==> src/design/sktd_pkg.sv <==
// ----------------------------------------------------------------------------
// sktd_pkg: shared types and constants for the sorted key table
// Field widths, action and status codes, and the command/status bundles that
// run between the controller and the datapath.
// ----------------------------------------------------------------------------
package sktd_pkg;

  localparam int TABLE_DEPTH_DEF = 16;
  localparam int KEY_BYTES_DEF   = 7;

  localparam int KEY_W      = 56;
  localparam int DATE_W     = 23;  // {year[13:0], month[3:0], day[4:0]}
  localparam int CNT_OUT_W  = 5;
  localparam int IN_TDATA_W  = 88;
  localparam int OUT_TDATA_W = 96;

  // input beat layout
  localparam int I_ACT_LSB   = 0;
  localparam int I_KEY_LSB   = 2;
  localparam int I_DAY_LSB   = 58;
  localparam int I_MONTH_LSB = 63;
  localparam int I_YEAR_LSB  = 67;

  // output beat layout
  localparam int O_STATUS_LSB = 0;
  localparam int O_KEY_LSB    = 2;
  localparam int O_DATE_LSB   = 58;
  localparam int O_CNT_LSB    = 81;
  localparam int O_REM_LSB    = 86;
  localparam int O_USED_W     = 91;

  localparam logic [1:0] ACT_INSERT = 2'd0;
  localparam logic [1:0] ACT_PURGE  = 2'd1;
  localparam logic [1:0] ACT_REPORT = 2'd2;
  localparam logic [1:0] ACT_DUMP   = 2'd3;

  localparam logic [1:0] ST_OK   = 2'd0;
  localparam logic [1:0] ST_FULL = 2'd1;
  localparam logic [1:0] ST_NONE = 2'd2;

  typedef enum logic [1:0] {
    SRC_ZERO,
    SRC_READ,
    SRC_PEND
  } out_src_t;

  typedef enum logic {
    WR_READ,
    WR_NEW
  } wr_src_t;

  typedef struct packed {
    logic       load_in;
    logic       rd_en;
    logic       wr_en;
    wr_src_t    wr_src;
    logic       lat_date;
    logic       pend_load;
    logic       out_load;
    out_src_t   out_src;
    logic [1:0] out_status;
    logic       out_last;
  } cmd_t;

  typedef struct packed {
    logic key_ge;
    logic date_eq;
    logic out_free;
  } stat_t;

endpackage

==> src/design/sktd_dp.sv <==
// ----------------------------------------------------------------------------
// sktd_dp: table datapath
// Entry memory (one write port, one registered read port), held new entry,
// held compare date, pending report entry, comparators and the output stage.
// ----------------------------------------------------------------------------
module sktd_dp import sktd_pkg::*; #(
  parameter int  TABLE_DEPTH = TABLE_DEPTH_DEF,
  parameter int  KEY_BYTES   = KEY_BYTES_DEF,
  localparam int IdxW        = $clog2(TABLE_DEPTH),
  localparam int CntW        = $clog2(TABLE_DEPTH + 1),
  localparam int KeyW        = 8 * KEY_BYTES,
  localparam int EntW        = KeyW + DATE_W
) (
  input  logic                   clk,
  input  logic                   rst,
  input  cmd_t                   cmd,
  output stat_t                  stat,
  input  logic [IdxW-1:0]        raddr,
  input  logic [IdxW-1:0]        waddr,
  input  logic [CntW-1:0]        cnt,
  input  logic [CntW-1:0]        removed,
  input  logic [KEY_W-1:0]       in_key,
  input  logic [DATE_W-1:0]      in_date,
  output logic                   m_tvalid,
  input  logic                   m_tready,
  output logic [OUT_TDATA_W-1:0] m_tdata,
  output logic                   m_tlast
);

  logic [EntW-1:0]      mem [TABLE_DEPTH];
  logic [EntW-1:0]      rd_q;
  logic [EntW-1:0]      new_ent;
  logic [EntW-1:0]      pend;
  logic [DATE_W-1:0]    date_i;
  logic [EntW-1:0]      wdata;
  logic [EntW-1:0]      sel_ent;
  logic [63:0]          key_ext;
  logic [63:0]          out_key_ext;

  logic [1:0]           o_status;
  logic [KEY_W-1:0]     o_key;
  logic [DATE_W-1:0]    o_date;
  logic [CNT_OUT_W-1:0] o_count;
  logic [CNT_OUT_W-1:0] o_removed;

  assign key_ext = 64'(in_key);
  assign wdata   = (cmd.wr_src == WR_NEW) ? new_ent : rd_q;

  always_ff @(posedge clk) begin
    if (cmd.wr_en) begin
      mem[waddr] <= wdata;
    end
    if (cmd.rd_en) begin
      rd_q <= mem[raddr];
    end
    if (cmd.load_in) begin
      new_ent <= {key_ext[KeyW-1:0], in_date};
    end
    if (cmd.lat_date) begin
      date_i <= rd_q[DATE_W-1:0];
    end
    if (cmd.pend_load) begin
      pend <= rd_q;
    end
  end

  assign stat.key_ge   = rd_q[EntW-1 -: KeyW] >= new_ent[EntW-1 -: KeyW];
  assign stat.date_eq  = rd_q[DATE_W-1:0] == date_i;
  assign stat.out_free = !m_tvalid || m_tready;

  always_comb begin
    case (cmd.out_src)
      SRC_READ: sel_ent = rd_q;
      SRC_PEND: sel_ent = pend;
      default:  sel_ent = '0;
    endcase
  end

  assign out_key_ext = 64'(sel_ent[EntW-1 -: KeyW]);

  // output stage
  always_ff @(posedge clk) begin
    if (rst) begin
      m_tvalid <= 1'b0;
    end else if (cmd.out_load) begin
      m_tvalid <= 1'b1;
    end else if (m_tready) begin
      m_tvalid <= 1'b0;
    end
    if (cmd.out_load) begin
      o_status  <= cmd.out_status;
      o_key     <= out_key_ext[KEY_W-1:0];
      o_date    <= sel_ent[DATE_W-1:0];
      o_count   <= CNT_OUT_W'(cnt);
      o_removed <= CNT_OUT_W'(removed);
      m_tlast   <= cmd.out_last;
    end
  end

  assign m_tdata = {(OUT_TDATA_W - O_USED_W)'(0), o_removed, o_count, o_date, o_key, o_status};

endmodule

==> src/design/sktd_ctrl.sv <==
// ----------------------------------------------------------------------------
// sktd_ctrl: table controller
// Sequences insert (shift from the top), pairwise date scans for purge and
// report, purge compaction and dump; tracks fill count and drop flags.
// ----------------------------------------------------------------------------
module sktd_ctrl import sktd_pkg::*; #(
  parameter int  TABLE_DEPTH = TABLE_DEPTH_DEF,
  localparam int IdxW        = $clog2(TABLE_DEPTH),
  localparam int CntW        = $clog2(TABLE_DEPTH + 1)
) (
  input  logic            clk,
  input  logic            rst,
  input  logic            s_tvalid,
  output logic            s_tready,
  input  logic [1:0]      action,
  input  stat_t           stat,
  output cmd_t            cmd,
  output logic [IdxW-1:0] raddr,
  output logic [IdxW-1:0] waddr,
  output logic [CntW-1:0] cnt,
  output logic [CntW-1:0] removed
);

  typedef enum logic [2:0] {
    IDLE,
    INS_CMP,
    INS_PUT,
    SC_LATI,
    SC_CMP,
    CP_WR,
    DUMP,
    EMIT
  } state_t;

  state_t                 state, state_next;
  logic [CntW-1:0]        cnt_next, removed_next;
  logic [CntW-1:0]        i, i_next, j, j_next, w, w_next;
  logic [TABLE_DEPTH-1:0] drop, drop_next;
  logic                   is_rep, is_rep_next;
  logic                   pend, pend_next;
  logic                   emit_pend, emit_pend_next;
  logic [1:0]             emit_status, emit_status_next;

  logic [CntW:0]          i1, i2, j1, cnt_x;
  logic [CntW-1:0]        im1, cnt_m1, w_add;
  logic                   keep;
  logic                   adv;

  assign i1     = (CntW + 1)'(i) + (CntW + 1)'(1);
  assign i2     = (CntW + 1)'(i) + (CntW + 1)'(2);
  assign j1     = (CntW + 1)'(j) + (CntW + 1)'(1);
  assign cnt_x  = (CntW + 1)'(cnt);
  assign im1    = i - CntW'(1);
  assign cnt_m1 = cnt - CntW'(1);
  assign keep   = !drop[i[IdxW-1:0]];
  assign w_add  = w + CntW'(keep);

  always_comb begin
    state_next       = state;
    cnt_next         = cnt;
    removed_next     = removed;
    i_next           = i;
    j_next           = j;
    w_next           = w;
    drop_next        = drop;
    is_rep_next      = is_rep;
    pend_next        = pend;
    emit_pend_next   = emit_pend;
    emit_status_next = emit_status;
    cmd              = '0;
    raddr            = '0;
    waddr            = '0;
    adv              = 1'b0;
    s_tready         = (state == IDLE);

    case (state)
      IDLE: begin
        if (s_tvalid) begin
          cmd.load_in      = 1'b1;
          removed_next     = '0;
          pend_next        = 1'b0;
          emit_pend_next   = 1'b0;
          emit_status_next = ST_OK;
          i_next           = '0;
          case (action)
            ACT_INSERT: begin
              if (cnt == CntW'(TABLE_DEPTH)) begin
                emit_status_next = ST_FULL;
                state_next       = EMIT;
              end else if (cnt == '0) begin
                state_next = INS_PUT;
              end else begin
                cmd.rd_en  = 1'b1;
                raddr      = cnt_m1[IdxW-1:0];
                i_next     = cnt_m1;
                state_next = INS_CMP;
              end
            end
            ACT_PURGE, ACT_REPORT: begin
              is_rep_next = (action == ACT_REPORT);
              drop_next   = '0;
              if (cnt < CntW'(2)) begin
                emit_status_next = (action == ACT_REPORT) ? ST_NONE : ST_OK;
                state_next       = EMIT;
              end else begin
                cmd.rd_en  = 1'b1;
                state_next = SC_LATI;
              end
            end
            default: begin
              if (cnt == '0) begin
                emit_status_next = ST_NONE;
                state_next       = EMIT;
              end else begin
                cmd.rd_en  = 1'b1;
                state_next = DUMP;
              end
            end
          endcase
        end
      end

      // walk down from the top, moving keys that are not smaller up one slot
      INS_CMP: begin
        cmd.wr_en = 1'b1;
        waddr     = i1[IdxW-1:0];
        if (stat.key_ge) begin
          cmd.wr_src = WR_READ;
          if (i == '0) begin
            state_next = INS_PUT;
          end else begin
            cmd.rd_en = 1'b1;
            raddr     = im1[IdxW-1:0];
            i_next    = im1;
          end
        end else begin
          cmd.wr_src = WR_NEW;
          cnt_next   = cnt + CntW'(1);
          state_next = EMIT;
        end
      end

      INS_PUT: begin
        cmd.wr_en  = 1'b1;
        cmd.wr_src = WR_NEW;
        waddr      = i[IdxW-1:0];
        cnt_next   = cnt + CntW'(1);
        state_next = EMIT;
      end

      SC_LATI: begin
        cmd.lat_date = 1'b1;
        cmd.rd_en    = 1'b1;
        raddr        = i1[IdxW-1:0];
        j_next       = i1[CntW-1:0];
        state_next   = SC_CMP;
      end

      SC_CMP: begin
        if (stat.date_eq) begin
          if (is_rep) begin
            // hold the previous match until the output stage frees up
            if (!pend || stat.out_free) begin
              cmd.out_load   = pend;
              cmd.out_src    = SRC_PEND;
              cmd.out_status = ST_OK;
              cmd.out_last   = 1'b0;
              cmd.pend_load  = 1'b1;
              pend_next      = 1'b1;
              adv            = 1'b1;
            end
          end else begin
            drop_next[i[IdxW-1:0]] = 1'b1;
            adv                    = 1'b1;
          end
        end else if (j1 < cnt_x) begin
          cmd.rd_en = 1'b1;
          raddr     = j1[IdxW-1:0];
          j_next    = j1[CntW-1:0];
        end else begin
          adv = 1'b1;
        end

        if (adv) begin
          if (i2 < cnt_x) begin
            cmd.rd_en  = 1'b1;
            raddr      = i1[IdxW-1:0];
            i_next     = i1[CntW-1:0];
            state_next = SC_LATI;
          end else if (is_rep) begin
            emit_pend_next   = pend_next;
            emit_status_next = pend_next ? ST_OK : ST_NONE;
            state_next       = EMIT;
          end else begin
            cmd.rd_en  = 1'b1;
            raddr      = '0;
            i_next     = '0;
            w_next     = '0;
            state_next = CP_WR;
          end
        end
      end

      // compaction: survivors slide down to the write pointer
      CP_WR: begin
        cmd.wr_en  = keep;
        cmd.wr_src = WR_READ;
        waddr      = w[IdxW-1:0];
        if (i1 < cnt_x) begin
          cmd.rd_en = 1'b1;
          raddr     = i1[IdxW-1:0];
          i_next    = i1[CntW-1:0];
          w_next    = w_add;
        end else begin
          cnt_next     = w_add;
          removed_next = cnt - w_add;
          state_next   = EMIT;
        end
      end

      DUMP: begin
        if (stat.out_free) begin
          cmd.out_load   = 1'b1;
          cmd.out_src    = SRC_READ;
          cmd.out_status = ST_OK;
          cmd.out_last   = (i1 == cnt_x);
          if (i1 < cnt_x) begin
            cmd.rd_en = 1'b1;
            raddr     = i1[IdxW-1:0];
            i_next    = i1[CntW-1:0];
          end else begin
            state_next = IDLE;
          end
        end
      end

      EMIT: begin
        if (stat.out_free) begin
          cmd.out_load   = 1'b1;
          cmd.out_src    = emit_pend ? SRC_PEND : SRC_ZERO;
          cmd.out_status = emit_status;
          cmd.out_last   = 1'b1;
          state_next     = IDLE;
        end
      end

      default: begin
        state_next = IDLE;
      end
    endcase
  end

  always_ff @(posedge clk) begin
    if (rst) begin
      state       <= IDLE;
      cnt         <= '0;
      removed     <= '0;
      i           <= '0;
      j           <= '0;
      w           <= '0;
      drop        <= '0;
      is_rep      <= 1'b0;
      pend        <= 1'b0;
      emit_pend   <= 1'b0;
      emit_status <= ST_OK;
    end else begin
      state       <= state_next;
      cnt         <= cnt_next;
      removed     <= removed_next;
      i           <= i_next;
      j           <= j_next;
      w           <= w_next;
      drop        <= drop_next;
      is_rep      <= is_rep_next;
      pend        <= pend_next;
      emit_pend   <= emit_pend_next;
      emit_status <= emit_status_next;
    end
  end

endmodule

==> src/design/sorted_key_table_with_date_dedupe.sv <==
// ----------------------------------------------------------------------------
// sorted_key_table_with_date_dedupe: sorted key table with shared-date purge
// Holds up to TABLE_DEPTH {key, date} entries in ascending key order and
// serves insert, purge, report and dump commands over stream ports.
// ----------------------------------------------------------------------------
// One command is taken at a time; s_tready is high only while the block is
// idle, and a finished result may still sit in the output stage while the next
// command is taken. All entries live in one memory with a single registered
// read port. Report compares each entry with the later ones until a date
// match, with one memory read per cycle while the output stage does not stall;
// purge adds a compaction pass to that. Back-pressure on the result side adds
// stalls to any command. No clearing pass follows reset.
module sorted_key_table_with_date_dedupe import sktd_pkg::*; #(
  parameter int TABLE_DEPTH = TABLE_DEPTH_DEF,
  parameter int KEY_BYTES   = KEY_BYTES_DEF
) (
  input  logic                   clk,
  input  logic                   rst,
  input  logic                   s_tvalid,
  output logic                   s_tready,
  // action[1:0], key[57:2], day[62:58], month[66:63], year[80:67], zero pad
  input  logic [IN_TDATA_W-1:0]  s_tdata,
  output logic                   m_tvalid,
  input  logic                   m_tready,
  // status[1:0], entry_key[57:2], entry_day[62:58], entry_month[66:63],
  // entry_year[80:67], entry_count[85:81], removed_count[90:86], zero pad
  output logic [OUT_TDATA_W-1:0] m_tdata,
  output logic                   m_tlast
);

  localparam int IdxW = $clog2(TABLE_DEPTH);
  localparam int CntW = $clog2(TABLE_DEPTH + 1);

  cmd_t               cmd;
  stat_t              stat;
  logic [IdxW-1:0]    raddr, waddr;
  logic [CntW-1:0]    cnt, removed;
  logic [1:0]         action;
  logic [KEY_W-1:0]   in_key;
  logic [DATE_W-1:0]  in_date;

  assign action  = s_tdata[I_ACT_LSB +: 2];
  assign in_key  = s_tdata[I_KEY_LSB +: KEY_W];
  assign in_date = {s_tdata[I_YEAR_LSB +: 14], s_tdata[I_MONTH_LSB +: 4],
                    s_tdata[I_DAY_LSB +: 5]};

  sktd_ctrl #(
    .TABLE_DEPTH (TABLE_DEPTH)
  ) u_ctrl (
    .clk      (clk),
    .rst      (rst),
    .s_tvalid (s_tvalid),
    .s_tready (s_tready),
    .action   (action),
    .stat     (stat),
    .cmd      (cmd),
    .raddr    (raddr),
    .waddr    (waddr),
    .cnt      (cnt),
    .removed  (removed)
  );

  sktd_dp #(
    .TABLE_DEPTH (TABLE_DEPTH),
    .KEY_BYTES   (KEY_BYTES)
  ) u_dp (
    .clk      (clk),
    .rst      (rst),
    .cmd      (cmd),
    .stat     (stat),
    .raddr    (raddr),
    .waddr    (waddr),
    .cnt      (cnt),
    .removed  (removed),
    .in_key   (in_key),
    .in_date  (in_date),
    .m_tvalid (m_tvalid),
    .m_tready (m_tready),
    .m_tdata  (m_tdata),
    .m_tlast  (m_tlast)
  );

endmodule

==> config.mk <==
export PLATFORM = sky130hd
export DESIGN_NAME = sorted_key_table_with_date_dedupe
export DESIGN_NICKNAME = d
export VERILOG_FILES = /design/src/design/sktd_pkg.sv /design/src/design/sktd_dp.sv /design/src/design/sktd_ctrl.sv /design/src/design/sorted_key_table_with_date_dedupe.sv
export SDC_FILE = /design/constraint.sdc
export NUM_CORES = 2
export LEC_CHECK = 0
export ABC_CLOCK_PERIOD_IN_PS = 10100
export BUFFER_PORTS_ARGS = -buffer_cell sky130_fd_sc_hd__buf_2
export CORE_MARGIN = 4
export CORE_UTILIZATION = 39
export CTS_CLUSTER_SIZE = 25
export DETAILED_ROUTE_END_ITERATION = 16
export PLACE_DENSITY_LB_ADDON = 0.3
export SLEW_MARGIN = 10
export SYNTH_ARGS = -nofsm -noshare
export SYNTH_HDL_FRONTEND = slang
export SYNTH_SLANG_ARGS = --single-unit
==> constraint.sdc <==
create_clock -name clk -period 10.1 [get_ports clk]
set_input_delay 2.02 -clock clk [delete_from_list [all_inputs] [get_ports clk]]
set_output_delay 2.02 -clock clk [all_outputs]
set_load 0.05 [all_outputs]
==> run metrics <==
outcome=finished, final reports clean; initial drt markers=3821; cell row count=151; pwr dens=350 nW/um^2; Root Buffer=clkbuf_16; global placement routability congestion=0.869; CP startpoint=u_ctrl.i[0]; Total Routing Usage GR=0.187; final core utilization=0.445; WHS Path Cells=0; final antenna-violating net count=0; number of vias in the routed layout=38776; VDD IR max=0.560 mV; CTS Buffer Depth=3; Leak=26.7 nW; relative slew slack=0.161; Ys Warns=0; #FFs+latches synth=1666; RR Startpoint=u_ctrl.i[0]; R2R Path End=u_dp.rd_q[11]; chip width=423 um; setup TNS=0 ns; Final Cycle Share=0.708; Post-synth EDFFs=1616; vias in the first global route=37901; average wire per standard cell=24.4 um; pin count of the biggest net entering global routing=173; min-delay worst type=reg2reg; Vias/cell=5.50; Setup Fix Bufs, Post-CTS=0; Synth Flop Type=edfxtp_1; synth unique cells=72; clk sinks=1666; Worst-Margin Slew=1.26 ns; Worst Skew=0.0232 ns; Clock Latency Late Sink=0.79 ns; Hold Path End=u_dp.o_removed[3]; I/O pins=191; RSZ-0062 raised after global routing=no; die area=179000 sq um; TritonCTS buffer count=163; Initial Util=0.394; final hold vios=0; hold path startpoint=u_ctrl.removed[3]; Worst Path Max Fanout=154; Max Cap Viol=0; minimum clock period=7.16 ns; htree depth=4; Synth Instances=4429; multi-input logic area=16200 sq um; Fillers=14845; Die Span Y=423 um; syn_area_per_cell=15.2 sq um; Nets=4815; CTS tree=yes; Pre-Repair DR Iteration Count=6; post-CTS sizing=0; Worst Setup End Kind=flip-flop; PortBufs=178; first-pass GRT wire length=252000 um; Hold-fix buffers, CTS=0; Worst Reg-to-Reg Cells=18; sequential fraction of the synthesis area=0.738; final global-route overflow total=0; mapped cell area=67100 sq um; Reg area=49500 sq um; Crit Path Category=reg2reg; register clock-pin slew on the reported worst setup and hold paths=0.06 ns; share of cells above drive strength 1=0.124; core area=170000 sq um; startpoint type of the worst setup path=flip-flop; area growth from synthesis to layout=13.0%; Peak Freq=140 MHz; final setup vio count=0; drt total wl=172000 um; initial antenna violation count=3; Arr. time, crit path=7.64 ns; Worst Path Required=10.58 ns; flop2flop setup slack=2.94 ns; Detailed Place HPWL=89400 um; ys async rst share=0; Slew Viols, Final=0; drt drc=0
## cell usage in the layout (no fill, tap or decap), drive strengths merged, types with 50 or more instances in the layout
cell	n
a21oi	251
a22o	157
a22oi	84
a32oi	79
buf	303
clkbuf	215
clkinv	57
dfxtp	50
edfxtp	1616
ha	91
inv	91
mux2i	402
nand2	593
nand3	190
nor2	170
o21ai	89
o221ai	80
## routing by layer
layer / share of wire / up-vias / wire, um / track usage
met5: 0 / - / 0 / 0
li1: - / 17414 / - / -
met4: 0.034 / 0 / 5860 / 0.0693
met2: 0.49 / 1408 / 84800 / 0.319
met3: 0.066 / 285 / 11300 / 0.0299
met1: 0.41 / 19669 / 69900 / 0.242
## worst max path at each step
stage                            endpoint  slack (ns)  cells after the start
after floorplan           u_dp.mem[11][0]        1.61                      6
after global placement      u_dp.rd_q[11]        2.85                     16
after detailed placement    u_dp.rd_q[27]        2.81                     16
after CTS                   u_dp.rd_q[27]        2.93                     18
after global routing        u_dp.rd_q[11]        2.28                     18
final                       u_dp.rd_q[11]        2.94                     18
## per-stage QoR
step	instance area, sq um	worst slack, ns	hold WS, ns	cells	total power [mW]
after floorplan	67100	1.61	0.406	4433	17.9
after global placement	70900	2.85	0.428	6761	20.7
after detailed placement	70900	2.81	0.430	6761	21.0
after CTS	75800	2.93	0.440	7049	26.7
after global routing	75800	2.28	0.460	7049	28.0
final	75800	2.94	0.442	7050	26.6
## synthesized netlist by cell type, types with 50 or more instances
cell type | count | area (sq um)
edfxtp_1 | 1616 | 48500
nand2_1 | 592 | 2220
mux2i_1 | 402 | 4020
a21oi_1 | 249 | 1250
nand3_1 | 189 | 946
nor2_1 | 169 | 634
a22o_1 | 157 | 1380
clkbuf_1 | 152 | 571
ha_1 | 91 | 1140
o21ai_0 | 89 | 445
inv_1 | 85 | 319
a22oi_1 | 84 | 631
o221ai_1 | 80 | 701
a32oi_1 | 79 | 692
buf_2 | 68 | 340
dfxtp_1 | 50 | 1000
## worst max-delay path: stages, from the launching register on
cell	delay, ns
dfxtp_1	0.87
ha_1	0.57
nand3_1	0.15
xnor2_1	0.22
ha_1	0.34
nand2_1	0.07
a21oi_1	0.17
a2111oi_0	0.11
buf_4	0.17
a21oi_1	0.22
o32ai_1	0.16
a21oi_1	0.31
and3_4	0.94
buf_12	0.62
buf_4	0.95
mux2i_1	0.28
mux2i_1	0.11
a32oi_1	0.24
o221ai_1	0.15
## kinds of logic (layout without fill, tap and decap cells)
logic type | count (synthesis) | count (layout) | synth area share
fa+ha+maj | 92 | 92 | 0.0173
buf+inv | 355 | 676 | 0.0240
other cells | 1 | 6 | 0.0000559
mux | 436 | 436 | 0.0665
xor+xnor | 40 | 40 | 0.00522
compound gates | 801 | 801 | 0.0837
simple gates | 1038 | 1038 | 0.0652
flops | 1666 | 1666 | 0.738
## registers in the layout (all words and copies together), names as in the netlist, 2 cells and up
register and cells:
u_dp.o_count 5, u_ctrl.cnt 5, u_dp.o_status 2, u_dp.o_removed 5
u_ctrl.w 5, u_dp.rd_q 79, u_ctrl.j 5, u_dp.new_ent 79
u_ctrl.drop 16, u_ctrl.removed 5, u_ctrl.emit_status 2, u_dp.o_key 56
u_dp.o_date 23, u_ctrl.i 5, u_dp.pend 79, u_dp.mem 1264
u_dp.date_i 23, u_ctrl.state 3
## cell type report
type,count,area share
inverters,85,0.00424
repair buffers,303,0.0253
multi-input cells,2412,0.214
clock inverters,73,0.00785
diodes,1,0.0000330
flip-flops and latches,1666,0.653
well taps,2295,0.0379
clock buffers,215,0.0576
## power breakdown
part           switching [mW]  total (mW)  internal, mW
sequential              0.543        10.6          10.1
combinational            6.71        10.2          3.47
clock                    2.54        5.76          3.22
Power figures use the tool's default switching activity.
